$ cat config.mk
export PLATFORM = sky130hd
export DESIGN_NAME = base64_stream_codec
export DESIGN_NICKNAME = d
export VERILOG_FILES = /design/src/sv/b64sc_pkg.sv /design/src/sv/b64sc_front.sv /design/src/sv/b64sc_queue.sv /design/src/sv/b64sc_back.sv /design/src/sv/base64_stream_codec.sv
export SDC_FILE = /design/constraint.sdc
export NUM_CORES = 1
export LEC_CHECK = 0
export BUFFER_PORTS_ARGS = -buffer_cell sky130_fd_sc_hd__buf_2
export CORE_MARGIN = 1.5
export CORE_UTILIZATION = 55
export DETAILED_ROUTE_END_ITERATION = 10
export GPL_ROUTABILITY_DRIVEN = 0
export GPL_TIMING_DRIVEN = 0
export PLACE_DENSITY = 0.72
export SYNTH_ARGS = -nofsm -noshare
export SYNTH_HDL_FRONTEND = slang
export SYNTH_HIERARCHICAL = 1
export SYNTH_SLANG_ARGS = --single-unit
$ cat constraint.sdc
create_clock -name clk -period 4 [get_ports clk]
set_input_delay 0.4 -clock clk [delete_from_list [all_inputs] [get_ports clk]]
set_output_delay 0.4 -clock clk [all_outputs]
set_load 0.005 [all_outputs]
$ cat src/sv/b64sc_pkg.sv
// Shared types, codes and character tables for the Base64 stream codec.
package b64sc_pkg;

    typedef enum logic
    {
        MODE_ENCODE = 1'b0,
        MODE_DECODE = 1'b1
    } mode_t;

    localparam logic [7:0] PAD_CHAR = 8'h3D;
    localparam int QUEUE_DEPTH_DEFAULT = 2;

    typedef struct packed
    {
        logic [7:0] in_byte;
        logic       is_last;
    } in_item_t;

    typedef struct packed
    {
        logic [7:0] out_byte;
        logic       out_last;
    } out_item_t;

    // One closed group as handed from the front end to the emitter.
    typedef struct packed
    {
        logic [23:0] bits;
        logic [1:0]  count;   // items in the group, minus one
        mode_t       mode;
        logic        last;
    } group_t;

    function automatic logic [7:0] enc_char(input logic [5:0] v);
        logic [7:0] wide;
        begin
            wide = {2'b00, v};
            if (v < 6'd26)
            begin
                enc_char = wide + 8'd65;
            end
            else if (v < 6'd52)
            begin
                enc_char = wide + 8'd71;
            end
            else if (v < 6'd62)
            begin
                enc_char = wide - 8'd4;
            end
            else if (v == 6'd62)
            begin
                enc_char = 8'h2B;
            end
            else
            begin
                enc_char = 8'h2F;
            end
        end
    endfunction

    // Pad and foreign characters decode as zero.
    function automatic logic [5:0] dec_value(input logic [7:0] c);
        logic [7:0] wide;
        begin
            wide = 8'd0;
            if (c >= 8'h41 && c <= 8'h5A)
            begin
                wide = c - 8'd65;
            end
            else if (c >= 8'h61 && c <= 8'h7A)
            begin
                wide = c - 8'd71;
            end
            else if (c >= 8'h30 && c <= 8'h39)
            begin
                wide = c + 8'd4;
            end
            else if (c == 8'h2B)
            begin
                wide = 8'd62;
            end
            else if (c == 8'h2F)
            begin
                wide = 8'd63;
            end
            dec_value = wide[5:0];
        end
    endfunction

endpackage

$ cat src/sv/b64sc_front.sv
// Front end: mode register, input acceptance and group gathering.
module b64sc_front
(
    input  logic                clk,
    input  logic                rst_n,
    input  logic                cfg_valid,
    output logic                cfg_ready,
    input  logic                cfg_data,
    input  logic                in_valid,
    output logic                in_ready,
    input  b64sc_pkg::in_item_t in_data,
    output logic                push_valid,
    input  logic                push_ready,
    output b64sc_pkg::group_t   push_data
);

    b64sc_pkg::mode_t mode_reg;
    b64sc_pkg::mode_t mode_next;
    logic [23:0]      bits_reg;
    logic [23:0]      bits_next;
    logic [1:0]       count_reg;
    logic [1:0]       count_next;
    logic [23:0]      bits_merged;
    logic [5:0]       char_val;
    logic             closes;
    logic             accept;

    assign cfg_ready = 1'b1;
    assign in_ready  = push_ready;
    assign accept    = in_valid && in_ready;
    assign char_val  = b64sc_pkg::dec_value(in_data.in_byte);

    always_comb
    begin
        bits_merged = bits_reg;
        closes      = 1'b0;
        if (mode_reg == b64sc_pkg::MODE_ENCODE)
        begin
            case (count_reg)
                2'd0:    bits_merged = bits_reg | {in_data.in_byte, 16'h0000};
                2'd1:    bits_merged = bits_reg | {8'h00, in_data.in_byte, 8'h00};
                2'd2:    bits_merged = bits_reg | {16'h0000, in_data.in_byte};
                default: bits_merged = bits_reg;
            endcase
            closes = in_data.is_last || (count_reg == 2'd2);
        end
        else
        begin
            case (count_reg)
                2'd0:    bits_merged = bits_reg | {char_val, 18'h00000};
                2'd1:    bits_merged = bits_reg | {6'h00, char_val, 12'h000};
                2'd2:    bits_merged = bits_reg | {12'h000, char_val, 6'h00};
                default: bits_merged = bits_reg | {18'h00000, char_val};
            endcase
            closes = in_data.is_last || (count_reg == 2'd3);
        end
    end

    assign push_valid      = accept && closes;
    assign push_data.bits  = bits_merged;
    assign push_data.count = count_reg;
    assign push_data.mode  = mode_reg;
    assign push_data.last  = in_data.is_last;

    always_comb
    begin
        mode_next  = mode_reg;
        bits_next  = bits_reg;
        count_next = count_reg;
        if (cfg_valid && cfg_ready)
        begin
            // A mode write throws away any partly gathered group.
            mode_next  = b64sc_pkg::mode_t'(cfg_data);
            bits_next  = 24'h000000;
            count_next = 2'd0;
        end
        else if (accept)
        begin
            if (closes)
            begin
                bits_next  = 24'h000000;
                count_next = 2'd0;
            end
            else
            begin
                bits_next  = bits_merged;
                count_next = count_reg + 2'd1;
            end
        end
    end

    always_ff @(posedge clk or negedge rst_n)
    begin
        if (!rst_n)
        begin
            mode_reg  <= b64sc_pkg::MODE_ENCODE;
            bits_reg  <= 24'h000000;
            count_reg <= 2'd0;
        end
        else
        begin
            mode_reg  <= mode_next;
            bits_reg  <= bits_next;
            count_reg <= count_next;
        end
    end

endmodule

$ cat src/sv/b64sc_queue.sv
// Small queue of closed groups between the front end and the emitter.
module b64sc_queue
#(
    parameter int DEPTH = b64sc_pkg::QUEUE_DEPTH_DEFAULT
)
(
    input  logic              clk,
    input  logic              rst_n,
    input  logic              push_valid,
    output logic              push_ready,
    input  b64sc_pkg::group_t push_data,
    output logic              pop_valid,
    input  logic              pop_ready,
    output b64sc_pkg::group_t pop_data
);

    localparam int PTR_W = (DEPTH > 1) ? $clog2(DEPTH) : 1;
    localparam int CNT_W = $clog2(DEPTH + 1);
    localparam logic [PTR_W-1:0] LAST_PTR = PTR_W'(DEPTH - 1);
    localparam logic [CNT_W-1:0] FULL_CNT = CNT_W'(DEPTH);

    b64sc_pkg::group_t entries_reg [DEPTH];
    logic [PTR_W-1:0]  wr_ptr_reg;
    logic [PTR_W-1:0]  wr_ptr_next;
    logic [PTR_W-1:0]  rd_ptr_reg;
    logic [PTR_W-1:0]  rd_ptr_next;
    logic [CNT_W-1:0]  count_reg;
    logic [CNT_W-1:0]  count_next;
    logic              do_push;
    logic              do_pop;

    assign push_ready = (count_reg != FULL_CNT);
    assign pop_valid  = (count_reg != '0);
    assign pop_data   = entries_reg[rd_ptr_reg];
    assign do_push    = push_valid && push_ready;
    assign do_pop     = pop_valid && pop_ready;

    always_comb
    begin
        wr_ptr_next = wr_ptr_reg;
        rd_ptr_next = rd_ptr_reg;
        count_next  = count_reg;
        if (do_push)
        begin
            wr_ptr_next = (wr_ptr_reg == LAST_PTR) ? '0 : wr_ptr_reg + PTR_W'(1);
        end
        if (do_pop)
        begin
            rd_ptr_next = (rd_ptr_reg == LAST_PTR) ? '0 : rd_ptr_reg + PTR_W'(1);
        end
        if (do_push && !do_pop)
        begin
            count_next = count_reg + CNT_W'(1);
        end
        else if (do_pop && !do_push)
        begin
            count_next = count_reg - CNT_W'(1);
        end
    end

    always_ff @(posedge clk or negedge rst_n)
    begin
        if (!rst_n)
        begin
            wr_ptr_reg <= '0;
            rd_ptr_reg <= '0;
            count_reg  <= '0;
        end
        else
        begin
            wr_ptr_reg <= wr_ptr_next;
            rd_ptr_reg <= rd_ptr_next;
            count_reg  <= count_next;
        end
    end

    always_ff @(posedge clk)
    begin
        if (do_push)
        begin
            entries_reg[wr_ptr_reg] <= push_data;
        end
    end

endmodule

$ cat src/sv/b64sc_back.sv
// Emitter: unpacks a group to characters or bytes, one per unstalled cycle.
module b64sc_back
(
    input  logic                 clk,
    input  logic                 rst_n,
    input  logic                 pop_valid,
    output logic                 pop_ready,
    input  b64sc_pkg::group_t    pop_data,
    output logic                 out_valid,
    input  logic                 out_ready,
    output b64sc_pkg::out_item_t out_data
);

    b64sc_pkg::group_t    group_reg;
    logic                 busy_reg;
    logic                 busy_next;
    logic [1:0]           step_reg;
    logic [1:0]           step_next;
    logic                 out_valid_reg;
    logic                 out_valid_next;
    b64sc_pkg::out_item_t out_data_reg;
    b64sc_pkg::out_item_t result;
    logic [5:0]           sextet;
    logic                 load;
    logic                 final_step;
    logic                 is_pad;

    assign load       = busy_reg && (!out_valid_reg || out_ready);
    assign final_step = (group_reg.mode == b64sc_pkg::MODE_DECODE) ? (step_reg == 2'd2)
                                                                   : (step_reg == 2'd3);
    assign pop_ready  = !busy_reg || (load && final_step);

    // In encode mode a character is padding when its place lies beyond the
    // number of bytes the group holds.
    assign is_pad = ({1'b0, step_reg} > ({1'b0, group_reg.count} + 3'd1));

    always_comb
    begin
        case (step_reg)
            2'd0:    sextet = group_reg.bits[23:18];
            2'd1:    sextet = group_reg.bits[17:12];
            2'd2:    sextet = group_reg.bits[11:6];
            default: sextet = group_reg.bits[5:0];
        endcase
        result.out_last = group_reg.last;
        if (group_reg.mode == b64sc_pkg::MODE_ENCODE)
        begin
            result.out_byte = is_pad ? b64sc_pkg::PAD_CHAR : b64sc_pkg::enc_char(sextet);
        end
        else
        begin
            case (step_reg)
                2'd0:    result.out_byte = group_reg.bits[23:16];
                2'd1:    result.out_byte = group_reg.bits[15:8];
                default: result.out_byte = group_reg.bits[7:0];
            endcase
        end
    end

    always_comb
    begin
        busy_next      = busy_reg;
        step_next      = step_reg;
        out_valid_next = out_valid_reg;
        if (pop_valid && pop_ready)
        begin
            busy_next = 1'b1;
            step_next = 2'd0;
        end
        else if (load && final_step)
        begin
            busy_next = 1'b0;
        end
        else if (load)
        begin
            step_next = step_reg + 2'd1;
        end
        if (load)
        begin
            out_valid_next = 1'b1;
        end
        else if (out_ready)
        begin
            out_valid_next = 1'b0;
        end
    end

    always_ff @(posedge clk or negedge rst_n)
    begin
        if (!rst_n)
        begin
            busy_reg      <= 1'b0;
            step_reg      <= 2'd0;
            out_valid_reg <= 1'b0;
        end
        else
        begin
            busy_reg      <= busy_next;
            step_reg      <= step_next;
            out_valid_reg <= out_valid_next;
        end
    end

    always_ff @(posedge clk)
    begin
        if (pop_valid && pop_ready)
        begin
            group_reg <= pop_data;
        end
        if (load)
        begin
            out_data_reg <= result;
        end
    end

    assign out_valid = out_valid_reg;
    assign out_data  = out_data_reg;

endmodule

$ cat src/sv/base64_stream_codec.sv
// Top level of the streaming Base64 encoder and decoder.
//
//   channel  direction  carries
//   cfg      in         mode bit, 0 encodes, 1 decodes
//   in       in         one byte or character and its end-of-message flag
//   out      out        one character or byte and its end-of-message flag
//
// An input transaction is taken every cycle while the group queue has room.
// A closed group leaves four characters (encode) or three bytes (decode), one per cycle
// from the emitter while the output is not stalled, through the queue and the emitter's
// group and output registers. Sustained encode throughput is set by the emitter.
// Reset clears the mode to encode and empties the queue; no clearing pass.
// A stalled output holds the emitter; the queue of QUEUE_DEPTH groups keeps input moving.
module base64_stream_codec
#(
    parameter int QUEUE_DEPTH = b64sc_pkg::QUEUE_DEPTH_DEFAULT
)
(
    input  logic                 clk,
    input  logic                 rst_n,
    input  logic                 cfg_valid,
    output logic                 cfg_ready,
    input  logic                 cfg_data,
    input  logic                 in_valid,
    output logic                 in_ready,
    input  b64sc_pkg::in_item_t  in_data,
    output logic                 out_valid,
    input  logic                 out_ready,
    output b64sc_pkg::out_item_t out_data
);

    logic              push_valid;
    logic              push_ready;
    b64sc_pkg::group_t push_data;
    logic              pop_valid;
    logic              pop_ready;
    b64sc_pkg::group_t pop_data;

    b64sc_front u_front
    (
        .clk        (clk),
        .rst_n      (rst_n),
        .cfg_valid  (cfg_valid),
        .cfg_ready  (cfg_ready),
        .cfg_data   (cfg_data),
        .in_valid   (in_valid),
        .in_ready   (in_ready),
        .in_data    (in_data),
        .push_valid (push_valid),
        .push_ready (push_ready),
        .push_data  (push_data)
    );

    b64sc_queue #(.DEPTH(QUEUE_DEPTH)) u_queue
    (
        .clk        (clk),
        .rst_n      (rst_n),
        .push_valid (push_valid),
        .push_ready (push_ready),
        .push_data  (push_data),
        .pop_valid  (pop_valid),
        .pop_ready  (pop_ready),
        .pop_data   (pop_data)
    );

    b64sc_back u_back
    (
        .clk       (clk),
        .rst_n     (rst_n),
        .pop_valid (pop_valid),
        .pop_ready (pop_ready),
        .pop_data  (pop_data),
        .out_valid (out_valid),
        .out_ready (out_ready),
        .out_data  (out_data)
    );

endmodule

==> results by group, run 1 <==
STA
  • RSZ-0062 raised after global routing: false
  • Final setup vio count: 0
  • TNS Setup: 0 ns
  • Final Hold Fails: 0
  • Final critical-path required period: 2.951 ns
  • Fmax: roughly 0.34 GHz
  • Clock Skew: around 0.0066 ns
  • Slew @ Worst Pin: approximately 1.2 ns
  • Pins Over Slew Limit: 0
  • Fin crit share: 0.7376
  • Slew margin rel.: 0.1848

Power
  • Peak VDD IR: 275.6 uV
  • Leak pwr: 3.120 nW
  • Logic gate share of total power: 0.364
  • Internal: 3.505 mW
  • Switching power: 1.794 mW
  • Pwr Density: 671.0 nW/um^2
  • Seq pwr share: 0.356
  • Switching Fraction: 0.3386
  • Clock share of power: 0.280

Final layout
  • Nets@finish: between 600 and 700
  • Filler cells: between 900 and 1000
  • Area Growth Syn to Fin: 13.30%
  • Ant. Diodes: 0
  • Non-Filler Instances: roughly 830
  • Max FFs per register: 56
  • Multi-input gate area: around 3000 sq um
  • Fraction of layout cells with a size suffix above 1: 0.2152
  • Sequential Area: 3669 sq um

Synth
  • Mux cell area share after synthesis: 0.06533
  • Post-Syn Area: ~7000 sq um
  • Yosys warns: 6
  • Flops & latches, synth: around 130
  • Synth Area in Simple Gates: 0.1156
  • Synth Area in Compound Gates: 0.1865
  • Cells after Synth: approximately 600
  • Top_reg_cell synth: edfxtp_1
  • Post-synthesis xor/xnor area fraction: 0.01759
  • Synth Area per Inst: 11.58 sq um
  • Syn_nets: 641
  • Synth Area in Adders: 0.04307
  • Largest family of logic cells by synthesized area: compound AO/OA/AOI/OAI gates
  • Number of distinct library cells after synthesis: 84
  • Post-synth EDFFs: 93
  • Async set-reset flop share out of synthesis: 0.2734
  • Seq/Total Area, Yosys: 0.5262

Routing
  • Residual DRC: 0
  • Wire per inst: 19.03 um
  • DR vias: 5169
  • Antenna viol nets, final: 0
  • DR iter-0 viols: between 500 and 600
  • Vias per inst: 6.243
  • Total routed wirelength: between 15000 and 20000 um
  • DRT Pass-1 Iters: 5

Global routing
  • First-pass GRT wire length: 25240 um
  • Number of global-route vias before repair: roughly 5000
  • GR Util met2: 0.4043
  • Grt ovf: 0
  • Initial antenna violation count: 0
  • Maximum number of pins on one net before global-route repair: 36
  • Global-route usage over all layers: 0.2503
  • Met1 usage: 0.3113
  • GRT Max-Usage Layer: met2
  • M3 GR Usage: 0.05492

Setup path
  • Crit Path Class: reg -> reg
  • Crit end category: register
  • CP top delay family: simple AND/OR/NAND/NOR gates
  • RR Endpoint: u_queue/entries_reg[1][11]$_DFFE_PP_
  • Startpoint Class: register
  • Slowest CP cell: and3_1
  • Worst reg2reg startpoint: u_front/count_reg[0]$_DFFE_PN0P_
  • Worst-path fanout max: 28
  • CP arrival: 2.97 ns
  • Worst path required time: around 4.0 ns
  • Cell depth of the worst flop-to-flop path: 5
  • Slack of the worst reg-to-reg path: between 1 and 1.5 ns
  • CP Cell Sequence: ha_1 > clkbuf_1 > a211oi_1 > nor2_1 > and3_1
  • Bufs and invs on worst path: 1
  • CP max stage delay: about 0.99 ns

Clock network
  • Post-CTS Setup Inserts: 0
  • CTS root buffer: clkbuf_16
  • TritonCTS Buffers: 17
  • Hold_buf cts: 0
  • H-tree lvl count: 4
  • Post-CTS Resized: 0
  • TritonCTS clock tree: yes
  • Clock sink count: 128
  • Worst-Skew Late Latency: 0.41 ns
  • Worst-path clk slew: about 0.060 ns
  • Maximum clock path buffer count: 2

Floorplan
  • Die area: 13360 sq um
  • Die H: 115.6 um
  • Initial Utilization: 0.5709
  • Core area: approximately 12000 sq um
  • Die X: 115.6 um
  • Top-Level Pins: 27
  • Row cnt: 40

Place
  • Dpl cells: 796
  • HPWL Detailed: 11150 um
  • # port buffers: 25

Flow run
  • Max_cap viols: 0

Outcome
  • Status: finished, final reports clean

Min path
  • HP Class: in -> async
stage by stage:
step                      setup slack (ns)  instance area [sq um]  total power, mW  hold WS [ns]  utilization
after floorplan                      1.108                   6972            3.319        0.1044            -
after global placement              0.2314                   7307            3.712        0.4056       0.5984
after detailed placement            0.9836                   7325            3.788        0.4147       0.5998
after CTS                            1.044                   7899            5.295        0.1119       0.6468
after global routing                0.7582                   7899            5.588        0.1642       0.6468
final                                1.049                   7899            5.300        0.1001       0.6468
placed cells by master, fill, tap and decap left out, types with 17 or more instances in the layout:
cell | synthesis | routed
a21oi_1 | 41 | 41
buf_2 | 8 | 33
clkbuf_16 | 0 | 17
dfrtp_1 | 35 | 35
edfxtp_1 | 93 | 93
ha_1 | 24 | 24
inv_1 | 28 | 28
mux2_2 | 19 | 19
nand2_1 | 54 | 54
nand3_1 | 20 | 20
nor2_1 | 33 | 32
o21ai_0 | 24 | 24
cells by family (layout without fill, tap and decap cells):
logic type,count (synthesis),in the layout
simple gates,163,163
other cells,1,1
xor+xnor,14,14
flops,128,128
fa+ha+maj,24,24
compound gates,175,175
buf+inv,61,119
mux,36,36
routing by layer:
layer / share of wire / vias to the layer above
li1: - / 2361
met1: 0.41 / 2470
met2: 0.49 / 275
met3: 0.070 / 63
met4: 0.036 / 0
met5: 0 / -
power groups by stage:
stage	registers, mW	clock network (mW)	logic, mW
after CTS	1.88	1.51	1.90
after global routing	1.91	1.56	2.12
after detailed placement	1.91	0	1.88
after global placement	1.90	0	1.81
final	1.88	1.49	1.93
after floorplan	1.89	0	1.43
synth_stat cells, drive strengths merged (5+ instances only):
library cell	n	area, sq um
edfxtp	93	2793
nand2	54	202.7
a21oi	42	214.0
dfrtp	35	875.8
nor2	34	130.1
o21ai	31	162.7
mux2	30	379.1
inv	28	105.1
ha	24	300.3
buf	21	163.9
nand3	20	100.1
a32oi	13	128.9
a22o	12	108.9
a21o	11	82.58
clkbuf	11	42.54
a22oi	10	80.07
and2	9	57.56
xnor2	9	78.83
nor2b	8	50.05
nand2b	7	43.79
a221oi	6	58.80
a32o	6	61.31
mux2i	6	76.32
nor3	6	40.04
o31ai	6	50.05
a31oi	5	37.53
and3	5	32.53
nand4	5	31.28
o22ai	5	31.28
xor2	5	43.79
final cells by class:
type                    instances  share of cell area
plain buffers                  32             0.02614
flip-flops and latches        128              0.4644
repair buffers                 26             0.01774
inverters                      29             0.01378
multi-input cells             413              0.3786
well taps                     168             0.02661
clock buffers                  21             0.05829
clock inverters                11             0.01441
worst max-delay path by stage:
stage | from | endpoint | slack, ns | depth (start not counted)
global route | u_front/count_reg[0]$_DFFE_PN0P_ | u_queue/entries_reg[1][23]$_DFFE_PP_ | 0.76 | 5
global placement | u_front/count_reg[0]$_DFFE_PN0P_ | u_queue/entries_reg[0][7]$_DFFE_PP_ | 0.23 | 6
CTS | u_front/count_reg[0]$_DFFE_PN0P_ | u_queue/entries_reg[1][11]$_DFFE_PP_ | 1.04 | 5
floorplan | u_front/count_reg[0]$_DFFE_PN0P_ | u_queue/entries_reg[0][0]$_DFFE_PP_ | 1.11 | 6
finish | u_front/count_reg[0]$_DFFE_PN0P_ | u_queue/entries_reg[1][11]$_DFFE_PP_ | 1.05 | 5
detailed placement | in_data[3] | u_queue/entries_reg[1][11]$_DFFE_PP_ | 0.98 | 9
Note: power is estimated with default switching activity, not from simulation.
==> inputs of run 2 (changes only) <==
==> constraint.sdc (replaced) <==
create_clock -name clk -period 3.1 [get_ports clk]
set_input_delay 0.31 -clock clk [delete_from_list [all_inputs] [get_ports clk]]
set_output_delay 0.31 -clock clk [all_outputs]
set_load 0.005 [all_outputs]
==> run 2 against run 1 <==
  * Via count rose by 0.17%
  * Largest cell class unchanged
  * Highest routed layer unchanged
  * Clock skew about the same
  * Global-route usage is the same
==> results by group, run 2 (synthesis results as in run 1) <==
Setup path
  • Worst path required time: 3.44 ns (-0.58 ns)
  • CP top delay family: buffers and inverters
  • Startpoint Class: register
  • CP Cell Sequence: inv_1 > ha_1 > buf_6 > nor2b_1 > a2111oi_0 > buf_2 > buf_2 > nand2_1 > o21ai_1
  • WP depth: 9 (+4)
  • Worst reg2reg startpoint: u_front/count_reg[0]$_DFFE_PN0P_
  • Cell depth of the worst flop-to-flop path: 9 (+4)
  • CP arrival: 3.10 ns (+0.13 ns)
  • Setup crit start: u_front/count_reg[0]$_DFFE_PN0P_
  • RR Endpoint: u_front/bits_reg[19]$_DFFE_PN0P_
  • Crit path to: u_front/bits_reg[19]$_DFFE_PN0P_
  • Crit end category: register
  • Crit Path Class: reg -> reg
  • Critical path's most frequent cell: buf_2
  • CP max stage delay: 0.70 ns (-0.29 ns)
  • Worst-path fanout max: 10 (-64%)
  • Slowest CP cell: a2111oi_0
  • Bufs and invs on worst path: 4 (+3)
  • Slack of the worst reg-to-reg path: 0.34 ns (-0.71 ns)

Clock network
  • Post-CTS Resized: 0 (unchanged)
  • Post-CTS Setup Inserts: 0 (unchanged)
  • Maximum clock path buffer count: 2 (unchanged)
  • Hold_buf cts: 0 (unchanged)
  • CTS root buffer: clkbuf_16
  • TritonCTS clock tree: yes
  • H-tree lvl count: 4 (unchanged)
  • Clock sink count: 128 (unchanged)
  • Worst-Skew Late Latency: 0.41 ns (about the same)
  • TritonCTS Buffers: 17 (unchanged)
  • Worst-path clk slew: 0.06 ns (about the same)

Routing
  • Residual DRC: 0 (unchanged)
  • Antenna viol nets, final: 0 (unchanged)
  • DR iter-0 viols: 510 (unchanged)
  • Total routed wirelength: 15760 um (about the same)
  • DRT Pass-1 Iters: 5 (unchanged)
  • Wire per inst: 19.04 um (about the same)
  • Vias per inst: 6.254 (+0.17%)
  • DR vias: 5178 (+0.17%)

Place
  • Dpl cells: 796 (unchanged)
  • # port buffers: 25 (unchanged)
  • HPWL Detailed: 11150 um (unchanged)
  • Area after DPL: 7325 sq um (unchanged)
  • Dpl ws: 0.1456 ns (-0.8380 ns)

Power
  • Logic gate share of total power: 0.365 (about the same)
  • Leak pwr: 3.120 nW (about the same)
  • Internal: 4.524 mW (+29%)
  • Switching Fraction: 0.3389 (about the same)
  • Seq pwr share: 0.355 (about the same)
  • Total power: 6.842 mW (+29%)
  • Peak VDD IR: 354.6 uV (+29%)
  • Pwr Density: 866.1 nW/um^2 (+29%)
  • Switching power: 2.319 mW (+29%)
  • Clock share of power: 0.280 (about the same)

STA
  • Final critical-path required period: 2.760 ns (-0.1902 ns)
  • Fmax: 0.3623 GHz (+6.9%)
  • Clock Skew: 0.006555 ns (-0.00002867 ns)
  • Final setup vio count: 0 (unchanged)
  • RSZ-0062 raised after global routing: false
  • Slew margin rel.: 0.2395 (+0.05470)
  • Fin worst setup slack: 0.3396 ns (-0.7098 ns)
  • Final Hold Fails: 0 (unchanged)
  • Slew @ Worst Pin: 1.141 ns (-0.08205 ns)
  • TNS Setup: 0 ns (unchanged)
  • Min Hold Slack: 0.01038 ns (-0.08971 ns)
  • Pins Over Slew Limit: 0 (unchanged)
  • Fin crit share: 0.8905 (+0.1528)

Final layout
  • Nets@finish: 686 (unchanged)
  • Ant. Diodes: 0 (unchanged)
  • Fraction of layout cells with a size suffix above 1: 0.2167 (+0.001515)
  • Max FFs per register: 56 (unchanged)
  • Area Growth Syn to Fin: 13.32% (about the same)
  • Final Cell Area: 7900 sq um (about the same)
  • Commonest non-fill, non-tap cell in the layout: edfxtp_1
  • Non-Filler Instances: 828 (unchanged)
  • Most frequent cells in the layout: edfxtp_1 (93), nand2_1 (54), a21oi_1 (41), dfrtp_1 (35), buf_2 (33)
  • Final Core Density: 0.6469 (about the same)

Flow run
  • Max_cap viols: 0 (unchanged)

Floorplan
  • Core area: 12210 sq um (unchanged)
  • Die area: 13360 sq um (unchanged)
  • Row cnt: 40 (unchanged)
  • Initial Utilization: 0.5709 (unchanged)
  • Top-Level Pins: 27 (unchanged)
  • Die H: 115.6 um (unchanged)
  • Die X: 115.6 um (unchanged)

Global routing
  • Grt ovf: 0 (unchanged)
  • Number of global-route vias before repair: 5023 (unchanged)
  • Maximum number of pins on one net before global-route repair: 36 (unchanged)
  • First-pass GRT wire length: 25240 um (unchanged)
  • Initial antenna violation count: 0 (unchanged)
  • Global-route usage over all layers: 0.2503 (unchanged)

Min path
  • HP Class: in -> async

Outcome
  • Status: finished, final reports clean
==> run 2: how the worst min path moves through the flow <==
| stage | from | slack (ns) | endpoint | cells past startpoint |
|---|---|---|---|---|
| floorplan | rst_n | 0.01 | u_back/busy_reg$_DFFE_PN0P_ | 0 |
| global placement | u_back/group_reg[0]$_DFFE_PP_ | 0.41 | u_back/out_data[0]$_DFFE_PP_ | 0 |
| detailed placement | u_back/group_reg[0]$_DFFE_PP_ | 0.41 | u_back/out_data[0]$_DFFE_PP_ | 0 |
| CTS | rst_n | 0.02 | u_front/bits_reg[13]$_DFFE_PN0P_ | 1 |
| global route | rst_n | 0.07 | u_front/count_reg[1]$_DFFE_PN0P_ | 1 |
| finish | rst_n | 0.01 | u_front/bits_reg[13]$_DFFE_PN0P_ | 1 |
==> run 2: worst reg2reg max path: cells and delay by family, from the launching register on <==
kind            cells  cell delay (ns)
fa+ha+maj           1             0.22
flops               1             0.46
buf+inv             4             0.94
simple gates        2             0.24
compound gates      2             0.82
==> run 2: power groups by stage <==
stage / Sequential [mW] / Combinational, mW / Clock [mW]
after global routing: 2.46 / 2.73 / 2.02
after detailed placement: 2.46 / 2.43 / 0
after global placement: 2.45 / 2.34 / 0
after floorplan: 2.43 / 1.85 / 0
after CTS: 2.43 / 2.45 / 1.95
final: 2.43 / 2.50 / 1.92
==> run 2: metal layers <==
layer	vias to the layer above	wire length, um	global-route usage
met2	273	7689	0.4043
met5	-	0	0
li1	2361	-	-
met1	2479	6419	0.3113
met3	65	1083	0.05492
met4	0	571	0.1473
==> run 2: layout make-up <==
cell class                 count  area [sq um]
multi-input combinational    413          2992
tap                          168         210.2
inverter                      29         108.9
clock inverter                11         113.9
fill                         955          4312
clock buffer                  21         460.4
sequential                   128          3669
buffer                        32         206.4
timing repair buffer          26         140.1
